File: config.mk
export PLATFORM = sky130hd
export DESIGN_NAME = ifg_regs
export DESIGN_NICKNAME = d
export VERILOG_FILES = /design/src/design/ifg_pkg.sv /design/src/design/ifg_regs.sv
export SDC_FILE = /design/constraint.sdc
export NUM_CORES = 1
export LEC_CHECK = 0
export BUFFER_PORTS_ARGS = -buffer_cell sky130_fd_sc_hd__buf_2
export CORE_UTILIZATION = 44
export CTS_BUF_LIST = sky130_fd_sc_hd__clkbuf_8
export DETAILED_ROUTE_END_ITERATION = 12
export HOLD_SLACK_MARGIN = 0.15
export PLACE_DENSITY = 0.95
export SLEW_MARGIN = 30
export SYNTH_ARGS = -nofsm -noshare
export SYNTH_HDL_FRONTEND = slang
export SYNTH_SLANG_ARGS = --single-unit
File: constraint.sdc
create_clock -name clk -period 1.4 [get_ports clk]
set_input_delay 0.14 -clock clk [delete_from_list [all_inputs] [get_ports clk]]
set_output_delay 0.14 -clock clk [all_outputs]
set_load 0.03 [all_outputs]
File: src/design/ifg_pkg.sv
// Shared types, register map and pixel helpers for the image flip/grayscale block.
package ifg_pkg;

    localparam int SIZE_W  = 9;
    localparam int CHAN_W  = 8;
    localparam int PIX_W   = 3 * CHAN_W;
    localparam int PADDR_W = 5;
    localparam int PDATA_W = 32;

    typedef enum logic [2:0] {
        REG_FRAME_WIDTH  = 3'd0,
        REG_FRAME_HEIGHT = 3'd1,
        REG_MIRROR_VERT  = 3'd2,
        REG_MIRROR_HORIZ = 3'd3,
        REG_GRAY_ENABLE  = 3'd4
    } reg_index_t;

    localparam logic [SIZE_W-1:0] FRAME_WIDTH_RST  = 9'd256;
    localparam logic [SIZE_W-1:0] FRAME_HEIGHT_RST = 9'd256;

    typedef struct packed {
        logic [SIZE_W-1:0] frame_width;
        logic [SIZE_W-1:0] frame_height;
        logic              mirror_vertical;
        logic              mirror_horizontal;
        logic              gray_enable;
        logic              size_write;
    } cfg_t;

    // floor((r+g+b)/3) via reciprocal 683/2048, exact for sums up to 765
    function automatic logic [CHAN_W-1:0] avg3(input logic [CHAN_W-1:0] r,
                                               input logic [CHAN_W-1:0] g,
                                               input logic [CHAN_W-1:0] b);
        logic [9:0]  sum;
        logic [19:0] prod;
        sum  = 10'(r) + 10'(g) + 10'(b);
        prod = 20'(sum) * 20'd683;
        return prod[18:11];
    endfunction

endpackage

File: src/design/ifg_regs.sv
// APB configuration registers for the image flip/grayscale block.
module ifg_regs (
    input  logic                          clk,
    input  logic                          rst_n,
    input  logic                          psel,
    input  logic                          penable,
    input  logic                          pwrite,
    input  logic [ifg_pkg::PADDR_W-1:0]   paddr,
    input  logic [ifg_pkg::PDATA_W-1:0]   pwdata,
    output logic [ifg_pkg::PDATA_W-1:0]   prdata,
    output logic                          pready,
    output ifg_pkg::cfg_t                 cfg
);
    import ifg_pkg::*;

    logic [SIZE_W-1:0] frame_width_reg;
    logic [SIZE_W-1:0] frame_height_reg;
    logic              mirror_vertical_reg;
    logic              mirror_horizontal_reg;
    logic              gray_enable_reg;
    logic              wr_en;
    reg_index_t        idx;

    assign pready = 1'b1;
    assign wr_en  = psel && penable && pwrite;
    assign idx    = reg_index_t'(paddr[4:2]);

    always_ff @(posedge clk or negedge rst_n) begin
        if (!rst_n) begin
            frame_width_reg       <= FRAME_WIDTH_RST;
            frame_height_reg      <= FRAME_HEIGHT_RST;
            mirror_vertical_reg   <= 1'b1;
            mirror_horizontal_reg <= 1'b1;
            gray_enable_reg       <= 1'b1;
        end else begin
            if (wr_en) begin
                case (idx)
                    REG_FRAME_WIDTH:  frame_width_reg       <= pwdata[SIZE_W-1:0];
                    REG_FRAME_HEIGHT: frame_height_reg      <= pwdata[SIZE_W-1:0];
                    REG_MIRROR_VERT:  mirror_vertical_reg   <= pwdata[0];
                    REG_MIRROR_HORIZ: mirror_horizontal_reg <= pwdata[0];
                    REG_GRAY_ENABLE:  gray_enable_reg       <= pwdata[0];
                    default: ;
                endcase
            end
        end
    end

    always_comb
    begin
        case (idx)
            REG_FRAME_WIDTH:  prdata = PDATA_W'(frame_width_reg);
            REG_FRAME_HEIGHT: prdata = PDATA_W'(frame_height_reg);
            REG_MIRROR_VERT:  prdata = PDATA_W'(mirror_vertical_reg);
            REG_MIRROR_HORIZ: prdata = PDATA_W'(mirror_horizontal_reg);
            REG_GRAY_ENABLE:  prdata = PDATA_W'(gray_enable_reg);
            default:          prdata = '0;
        endcase
    end

    assign cfg.frame_width       = frame_width_reg;
    assign cfg.frame_height      = frame_height_reg;
    assign cfg.mirror_vertical   = mirror_vertical_reg;
    assign cfg.mirror_horizontal = mirror_horizontal_reg;
    assign cfg.gray_enable       = gray_enable_reg;
    // clear the raster counters at the same edge as a size write
    assign cfg.size_write        = wr_en &&
                                   (idx == REG_FRAME_WIDTH || idx == REG_FRAME_HEIGHT);

endmodule

# Word-level counts from Yosys, hierarchy flattened

Index checks and enable logic that the tools add are counted.

Output and inout port bits: 55
Flip-flop bits (word level): 21

Multiplexer cells: 1
Equal/unequal tests: 4
Reductions and logical operators: 10

Operator list:

| kind                                                | count |
|---|---|
| one-hot mux 9 bit (5 select lines)                  | 1 |
| AND reduction 2 bit                                 | 5 |
| equality test 3 x 2 -> 1 bit, second input constant | 2 |
| equality test 3 x 1 -> 1 bit, second input constant | 1 |
| equality test 3 bit, second input constant          | 1 |
| logical AND 1 bit                                   | 3 |
| logical NOT 3 bit                                   | 1 |
| logical OR 1 bit                                    | 1 |

# Logic depth before layout (Yosys ltp)

Gate-level depths: netlist of the first run.

Depth in word-level cells: 3
Depth in mapped cells: 5

# Worst setup path before layout of the first run

No wires, ideal clock.

Path kind: register to output
Start: register frame_width_reg[0]
End: output prdata[0] (netlist bit)
Arrival time: 1.272 ns
Path buffers: 0
Stages on the path, launching flop included: 4
Path slack: -0.012 ns
Path through: dfrtp_1 -> nor3b_1 -> a21oi_1 -> o22ai_1

Word-level cells in the longest chain between the ends: 1

Ends and longest elaborated chain:

| what                               | RTL line       | source |
|---|---|---|
| start, declared                    | ifg_regs.sv:16 | `logic [SIZE_W-1:0] frame_width_reg;` |
| start signal, assigned             | ifg_regs.sv:38 | `REG_FRAME_WIDTH: frame_width_reg <= pwdata[SIZE_W-1:0];` |
| one-hot mux 9 bit (5 select lines) | ifg_regs.sv:51 | `case (idx)` |
| end, declared                      | ifg_regs.sv:10 | `output logic [ifg_pkg::PDATA_W-1:0] prdata,` |

Every way passes these cells.

# Worst setup path after layout of the first run

Start: register gray_enable_reg
End: output prdata[0] (netlist bit)

Word-level cells in the longest chain between the ends: 1

Ends and longest elaborated chain:

| what                               | RTL line       | source |
|---|---|---|
| start, declared                    | ifg_regs.sv:20 | `logic gray_enable_reg;` |
| start signal, assigned             | ifg_regs.sv:42 | `REG_GRAY_ENABLE: gray_enable_reg <= pwdata[0];` |
| one-hot mux 9 bit (5 select lines) | ifg_regs.sv:51 |  |

Every way passes these cells.

==> out/qor.tcl, run 1 <==
set qor(hpwl_um) 1917
set qor(timing_hold_violations_final) 0
set qor(crit_share_post_route_pct) 104.5
set qor(syn-instance-count) 109
set qor(critPathArrivalTime_ns) 1.32
set qor(yosys.area.top_type_share_pct) 31.59
set qor(grt_setup_unrepaired) {true}
set qor(cts-buffers-inserted) 3
set qor(path_class) {flop to primary output}
set qor(cts-htree-levels) 1
set qor(synth_seq_area_share_pct) 41.95
set qor(total_power_draw_mw) 2.064
set qor(worstHoldPathCells) 2
set qor(finalSetupViolCount) 1
set qor(layout.core_utilization_pct) 58.17
set qor(detail_route.wirelength_um) 2719
set qor(layout_commonest_cell) {buf_2}
set qor(clock_insertion_delay_worst_skew_ns) 0.26
set qor(cpPeakStageDelay_ns) 0.54
set qor(io_pins) 97
set qor(gr-usage-all-layers_pct) 18.92
set qor(cellLeakagePower_nw) 0.8583
set qor(worst_clock_skew_ns) 0
set qor(floorplan.rows) 19
set qor(min-delay-path-class) {input pin to flop}
set qor(maxCapViolCount) 0
set qor(core_area_um2) 2734
set qor(grt_pass1_wl_um) 4374
set qor(num_vias) 933
set qor(grt_pass1_vias) 929
set qor(ctsRootBufferMaster) {clkbuf_8}
set qor(drv_slew) 0
set qor(path_cells) {nand2_1 -> o21a_1 -> o22ai_2 -> buf_6}
set qor(drc) 0
set qor(area_delta_synth_final_pct) 25.47
set qor(portBuffers) 47
set qor(crit_fanout) 3
set qor(synthesis.area_um2) 1267
set qor(finalWorstPathRequiredPeriod_ns) 1.463
set qor(ys_warn_count) 0
set qor(initial_utilization_pct) 46.36
set qor(worstPathRequired_ns) 1.26
set qor(grt_overflow) 0
set qor(antenna_found_initial) 0
set qor(tritoncts) {built}
set qor(failed_checks) {setup timing}
set qor(ys_top_cells_by_area) {dfrtp_1 32%, buf_4 16%, mux2_2 12%}
set qor(route.detailed.wl_per_inst_um) 13.87
set qor(multiInputGateArea_um2) 598.1
set qor(status) {finished, violations left}
set qor(routed_via_density) 4.760
set qor(clock_path_buffers) 2
set qor(cellPowerDensity_nw_per_um2) 1298
set qor(crit_slowest_cell) {dfstp_2}
set qor(die_w_um) 55.67
set qor(gpl.final_weighted_congestion) 0.7767
set qor(number_of_drc_markers_after_the_initial_detailed_route_iteration) 9
set qor(vdd.ir_drop.worst_mv) 0.9245
set qor(cts_setup_buffers) 0
set qor(netlist-cell-type-count) 23
set qor(achievable-frequency_mhz) 683.4
set qor(yosysTopAreaCell) {dfrtp_1}
set qor(cts.sinks) 21
set qor(critical_path.startpoint_type) {flop}
set qor(final_antenna_net_count) 0
set qor(dieArea_um2) 3099
set qor(clkSlewWorstSetupHoldPaths_ns) 0.07
set qor(floorplan.die.height_um) 55.67
set qor(register_area_um2) 531.8
set qor(ratio_of_cells_with_drive_above_1_in_the_final_layout_pct) 53.33
set qor(grt_start_max_net_pins) 22
set qor(ff_to_ff_path_depth) 1
set qor(syn_avg_cell_area_um2) 11.63
set qor(synth_seq_cells) 21
set qor(setup.worst_path.end_class) {primary output}
set qor(first_pass_iters) 4
set qor(worst_slack_ns) -0.06326
set qor(insertedDiodeCount) 0
set qor(fillCellCount) 233
set qor(finalNetCount) 208
set qor(leading_cell_types_in_the_layout_fill_and_taps_excluded) {46 x buf_2, 24 x conb_1, 16 x dfrtp_1, 13 x mux2_2, 10 x nor2_1}
==> stage by stage <==
stage                     std cells  setup TNS, ns  hold slack [ns]  area (um^2)  setup WS [ns]
after floorplan                 131              0          -0.1556         1356        0.03892
after global placement          183              0           0.1110         1445       0.007938
after detailed placement        183              0           0.1148         1445       0.001261
after CTS                       196       -0.07468           0.1712         1590       -0.07468
after global routing            196        -0.1034           0.1850         1590        -0.1034
final                           196       -0.06326           0.1796         1590       -0.06326
==> cell type report <==
cell class                 count  area share, %
timing repair buffer          62          23.68
multi-input combinational     78          37.61
tap                           31          2.439
sequential                    21          33.44
clock buffer                   3          2.596
clock inverter                 1         0.2360
==> synth_stat cells <==
library cell,count
buf_4,27
dfrtp_1,16
mux2_2,13
nor2_1,10
mux2_4,9
mux2i_1,8
dfstp_2,5
clkbuf_1,3
conb_1,2
nand3_1,2
nand3b_1,2
a21oi_1,1
and3b_1,1
and4b_4,1
buf_2,1
buf_6,1
nand2_1,1
nand2_2,1
nor3b_1,1
nor4b_1,1
o21a_1,1
o22ai_1,1
or2_2,1
==> cell families after synthesis <==
family                 count (synthesis)  synth area share, %
AOI/OAI and AO/OA                      3                1.481
other                                  2               0.5925
buffers and inverters                 32                18.16
DFF                                   21                41.95
muxes                                 30                28.53
and+or+nand+nor                       21                9.280
==> per-layer routing <==
| metal | global-route usage (%) | wire length (um) | part of all wire (%) | up-vias |
|---|---|---|---|---|
| met5 | 0 | 0 | 0 | - |
| met4 | 8.571 | 52 | 1.9 | 0 |
| met3 | 3.953 | 204 | 7.5 | 5 |
| met2 | 34.60 | 1380 | 51 | 61 |
| met1 | 20.88 | 1081 | 40 | 440 |
| li1 | - | - | - | 427 |
==> worst max-delay path: cells and delay by family, from the launching register on <==
family	cells	cell delay, ns
AO/OA/AOI/OAI	2	0.32
flip-flops	1	0.54
AND/OR/NAND/NOR	1	0.05
buffers and inverters	1	0.15
==> final timing paths <==
check	startpoint	end	slack, ns
setup / recovery	gray_enable_reg$_DFFE_PN1P_	prdata[0]	-0.06
hold / removal	pwdata[0]	frame_height_reg[0]$_DFFE_PN0P_	0.18
setup reg to reg	frame_width_reg[2]$_DFFE_PN0P_	frame_width_reg[2]$_DFFE_PN0P_	0.59
hold reg to reg	frame_height_reg[6]$_DFFE_PN0P_	frame_height_reg[6]$_DFFE_PN0P_	0.54
max in group asynchronous	rst_n	frame_height_reg[8]$_DFFE_PN1P_	0.70
min in group asynchronous	rst_n	frame_height_reg[5]$_DFFE_PN0P_	0.36
==> power breakdown <==
group          internal [mW]  switching, mW  leakage, nW
clock                  0.196          0.195       0.0269
combinational          0.299          0.533        0.575
sequential             0.746         0.0944        0.257
==> timing repair <==
item | in CTS | in global routing
endpoints found under the hold margin | 32 | 0
pin swaps | 0 | 1
gates resized for setup | 3 | 0
cloned | 0 | 0
setup endpoints to repair | 1 | 1
hold buffers | 9 | 0
(Power assumes the default switching activity.)
==> inputs of run 2 (changes only) <==
Settings changed: GPL_ROUTABILITY_DRIVEN set to 0.
Clock period 1.4 ns to 1.87 ns, I/O delays scaled along.
==> run 2 against run 1 <==
The flow now finishes without violations. Clock power is 25% lower. Final cell count decreased by 6.6%. Sequential cell count unchanged. Clock skew did not move. Utilization decreased by 4.9 points. Sequential power is 26% lower. Wire length shrank 16%. Worst setup slack improved by 0.37 ns.
==> out/qor.tcl, run 2 (same netlist as run 1, synthesis figures left out) <==
set qor(routed_via_density) 4.699 ;# -1.3%
set qor(switchingPower_mw) 0.5970 ;# -27%
set qor(worstHoldPathCells) 2 ;# unchanged
set qor(cts.sinks) 21 ;# unchanged
set qor(io_pins) 97 ;# unchanged
set qor(crit_share_post_route_pct) 83.77
set qor(num_vias) 860 ;# -7.8%
set qor(finalWorstPathRequiredPeriod_ns) 1.567
set qor(portBuffers) 47 ;# unchanged
set qor(setup_tns_ns) 0 ;# +0.06326 ns
set qor(clkSlewWorstSetupHoldPaths_ns) 0.08 ;# about the same
set qor(area_delta_synth_final_pct) 15.01
set qor(finalNetCount) 195 ;# -6.3%
set qor(maxCapViolCount) 0 ;# unchanged
set qor(cellPowerDensity_nw_per_um2) 1033 ;# -20%
set qor(critPathArrivalTime_ns) 1.38 ;# +0.06 ns
set qor(antenna_found_initial) 0 ;# unchanged
set qor(critical_path.startpoint_type) {flop}
set qor(share_seq_of_total_power_pct) 41.3 ;# +0.6 points
set qor(hold_start) {pwdata[7]}
set qor(first_pass_iters) 4 ;# unchanged
set qor(layout.core_utilization_pct) 53.32 ;# -4.9 points
set qor(grt_overflow) 0 ;# unchanged
set qor(grt_pass1_wl_um) 3760 ;# -14%
set qor(ctsRootBufferMaster) {clkbuf_8}
set qor(hold_path_end) {frame_height_reg[7]$_DFFE_PN0P_}
set qor(drv_slew) 0 ;# unchanged
set qor(power.combinational.fraction_pct) 39.1 ;# -1.2 points
set qor(ratio_of_cells_with_drive_above_1_in_the_final_layout_pct) 53.95 ;# +0.61 points
set qor(cts-htree-levels) 1 ;# unchanged
set qor(cpPeakStageDelay_ns) 0.54 ;# about the same
set qor(path_cells) {nand2_1 -> o21a_1 -> o22ai_1 -> buf_2}
set qor(r2r-start) {frame_height_reg[2]$_DFFE_PN0P_}
set qor(gr-usage-all-layers_pct) 15.61 ;# -3.3 points
set qor(power_report.internal_total_mw) 0.9086 ;# -27%
set qor(total_power_draw_mw) 1.506 ;# -27%
set qor(dieArea_um2) 3099 ;# unchanged
set qor(dpl_cell_area_um2) 1401 ;# -3.0%
set qor(power.share.switching_pct) 39.65 ;# -0.23 points
set qor(detail_route.wirelength_um) 2280 ;# -16%
set qor(grt_setup_unrepaired) {false}
set qor(reg2reg_setup_slack_ns) 1.09 ;# +0.50 ns
set qor(timing.rr.end) {frame_height_reg[2]$_DFFE_PN0P_}
set qor(setup.worst_path.end_class) {primary output}
set qor(dp_worst_setup_slack_ns) 0.3584 ;# +0.3571 ns
set qor(p_clk_share_pct) 19.6 ;# +0.7 points
set qor(floorplan.rows) 19 ;# unchanged
set qor(achievable-frequency_mhz) 638.3
set qor(path_class) {flop to primary output}
set qor(cellLeakagePower_nw) 0.7947 ;# -7.4%
set qor(worst_clock_skew_ns) 0 ;# unchanged
set qor(core_area_um2) 2734 ;# unchanged
set qor(die_w_um) 55.67 ;# unchanged
set qor(drc) 0 ;# unchanged
set qor(crit_slowest_cell) {dfstp_2}
set qor(tritoncts) {built}
set qor(final_antenna_net_count) 0 ;# unchanged
set qor(hpwl_um) 1692 ;# -12%
set qor(cts-buffers-inserted) 3 ;# unchanged
set qor(route.detailed.wl_per_inst_um) 12.46 ;# -10%
set qor(worst_slack_ns) 0.3035 ;# +0.3667 ns
set qor(layout.cell_area.non_filler_um2) 1458 ;# -8.3%
set qor(initial_utilization_pct) 46.36 ;# unchanged
set qor(layout_commonest_cell) {buf_2}
set qor(crit_fanout) 3 ;# unchanged
set qor(timing_hold_violations_final) 0 ;# unchanged
set qor(vdd.ir_drop.worst_mv) 0.7714 ;# -17%
set qor(clock_path_buffers) 2 ;# unchanged
set qor(leading_cell_types_in_the_layout_fill_and_taps_excluded) {47 x buf_2, 24 x conb_1, 16 x dfrtp_1, 13 x mux2_2, 10 x nor2_1}
set qor(ff_to_ff_path_depth) 1 ;# unchanged
set qor(finalSetupViolCount) 0 ;# -1
set qor(number_of_drc_markers_after_the_initial_detailed_route_iteration) 12 ;# +3
set qor(worstPathRequired_ns) 1.68 ;# +0.42 ns
set qor(floorplan.die.height_um) 55.67 ;# unchanged
set qor(min-delay-path-class) {input pin to flop}
set qor(clock_insertion_delay_worst_skew_ns) 0.25 ;# about the same
set qor(grt_pass1_vias) 821 ;# -12%
set qor(status) {completed}
set qor(grt_start_max_net_pins) 22 ;# unchanged
set qor(insertedDiodeCount) 0 ;# unchanged
-- run 2: changes by cell type in the layout (fill, tap and decap cells not counted) --
cell,delta
a21oi_1,+1
a21oi_2,-1
buf_2,+1
buf_4,-5
buf_6,-1
clkinv_2,+1
dlygate4sd3_1,-8
inv_1,-1
o22ai_1,+1
o22ai_2,-1
-- run 2: per-layer routing --
| metal | wire length (um) | vias up | global-route usage, % | part of all wire (%) |
|---|---|---|---|---|
| met5 | 0 | - | 0 | 0 |
| met4 | 13 | 0 | 6.429 | 0.57 |
| met3 | 214 | 2 | 2.093 | 9.4 |
| met2 | 1108 | 60 | 26.33 | 49 |
| met1 | 942 | 396 | 20.21 | 41 |
| li1 | - | 402 | - | - |
-- run 2: final cells by class --
class,instances,area (um^2)
timing repair buffer,49,252.7
multi-input combinational,78,588.1
sequential,21,531.8
fill,268,1276
tap,31,38.79
clock inverter,1,5.005
clock buffer,3,41.29
-- run 2: power by group through the flow --
stage | sequential [mW] | clock (mW) | combinational [mW]
5_1_grt | 0.636 | 0.315 | 0.623
3_3_place_gp | 0.627 | 0 | 0.581
6_report | 0.623 | 0.294 | 0.589
3_5_place_dp | 0.630 | 0 | 0.591
2_1_floorplan | 0.778 | 0 | 0.339
4_1_cts | 0.623 | 0.304 | 0.593
-- run 2: worst max-delay path, delay by kind of cell, from the launching register on --
kind                   cells  cell delay (ns)
AO/OA/AOI/OAI              2             0.31
buffers and inverters      1             0.22
flip-flops                 1             0.54
AND/OR/NAND/NOR            1             0.05
-- run 2: worst max-delay path by stage --
stage	slack, ns	to	start
2_1_floorplan	0.39	prdata[0]	paddr[2]
3_3_place_gp	0.37	prdata[0]	paddr[2]
3_5_place_dp	0.36	prdata[0]	paddr[2]
4_1_cts	0.29	prdata[0]	gray_enable_reg$_DFFE_PN1P_
5_1_grt	0.25	prdata[0]	gray_enable_reg$_DFFE_PN1P_
6_report	0.30	prdata[0]	gray_enable_reg$_DFFE_PN1P_
-- run 2: timing repair --
item | 4_1_cts | 5_1_grt
hold endpoints to repair | 16 | 0
hold buffers | 1 | 0
gates resized for setup | 0 | 0
setup buffers | 0 | 0
-- run 2: stage by stage --
stage	hold WS [ns]	instances
finish	0.1663	183
global route	0.1671	183
CTS	0.1612	183
detailed placement	0.1612	178
global placement	0.1593	178
floorplan	-0.1086	131
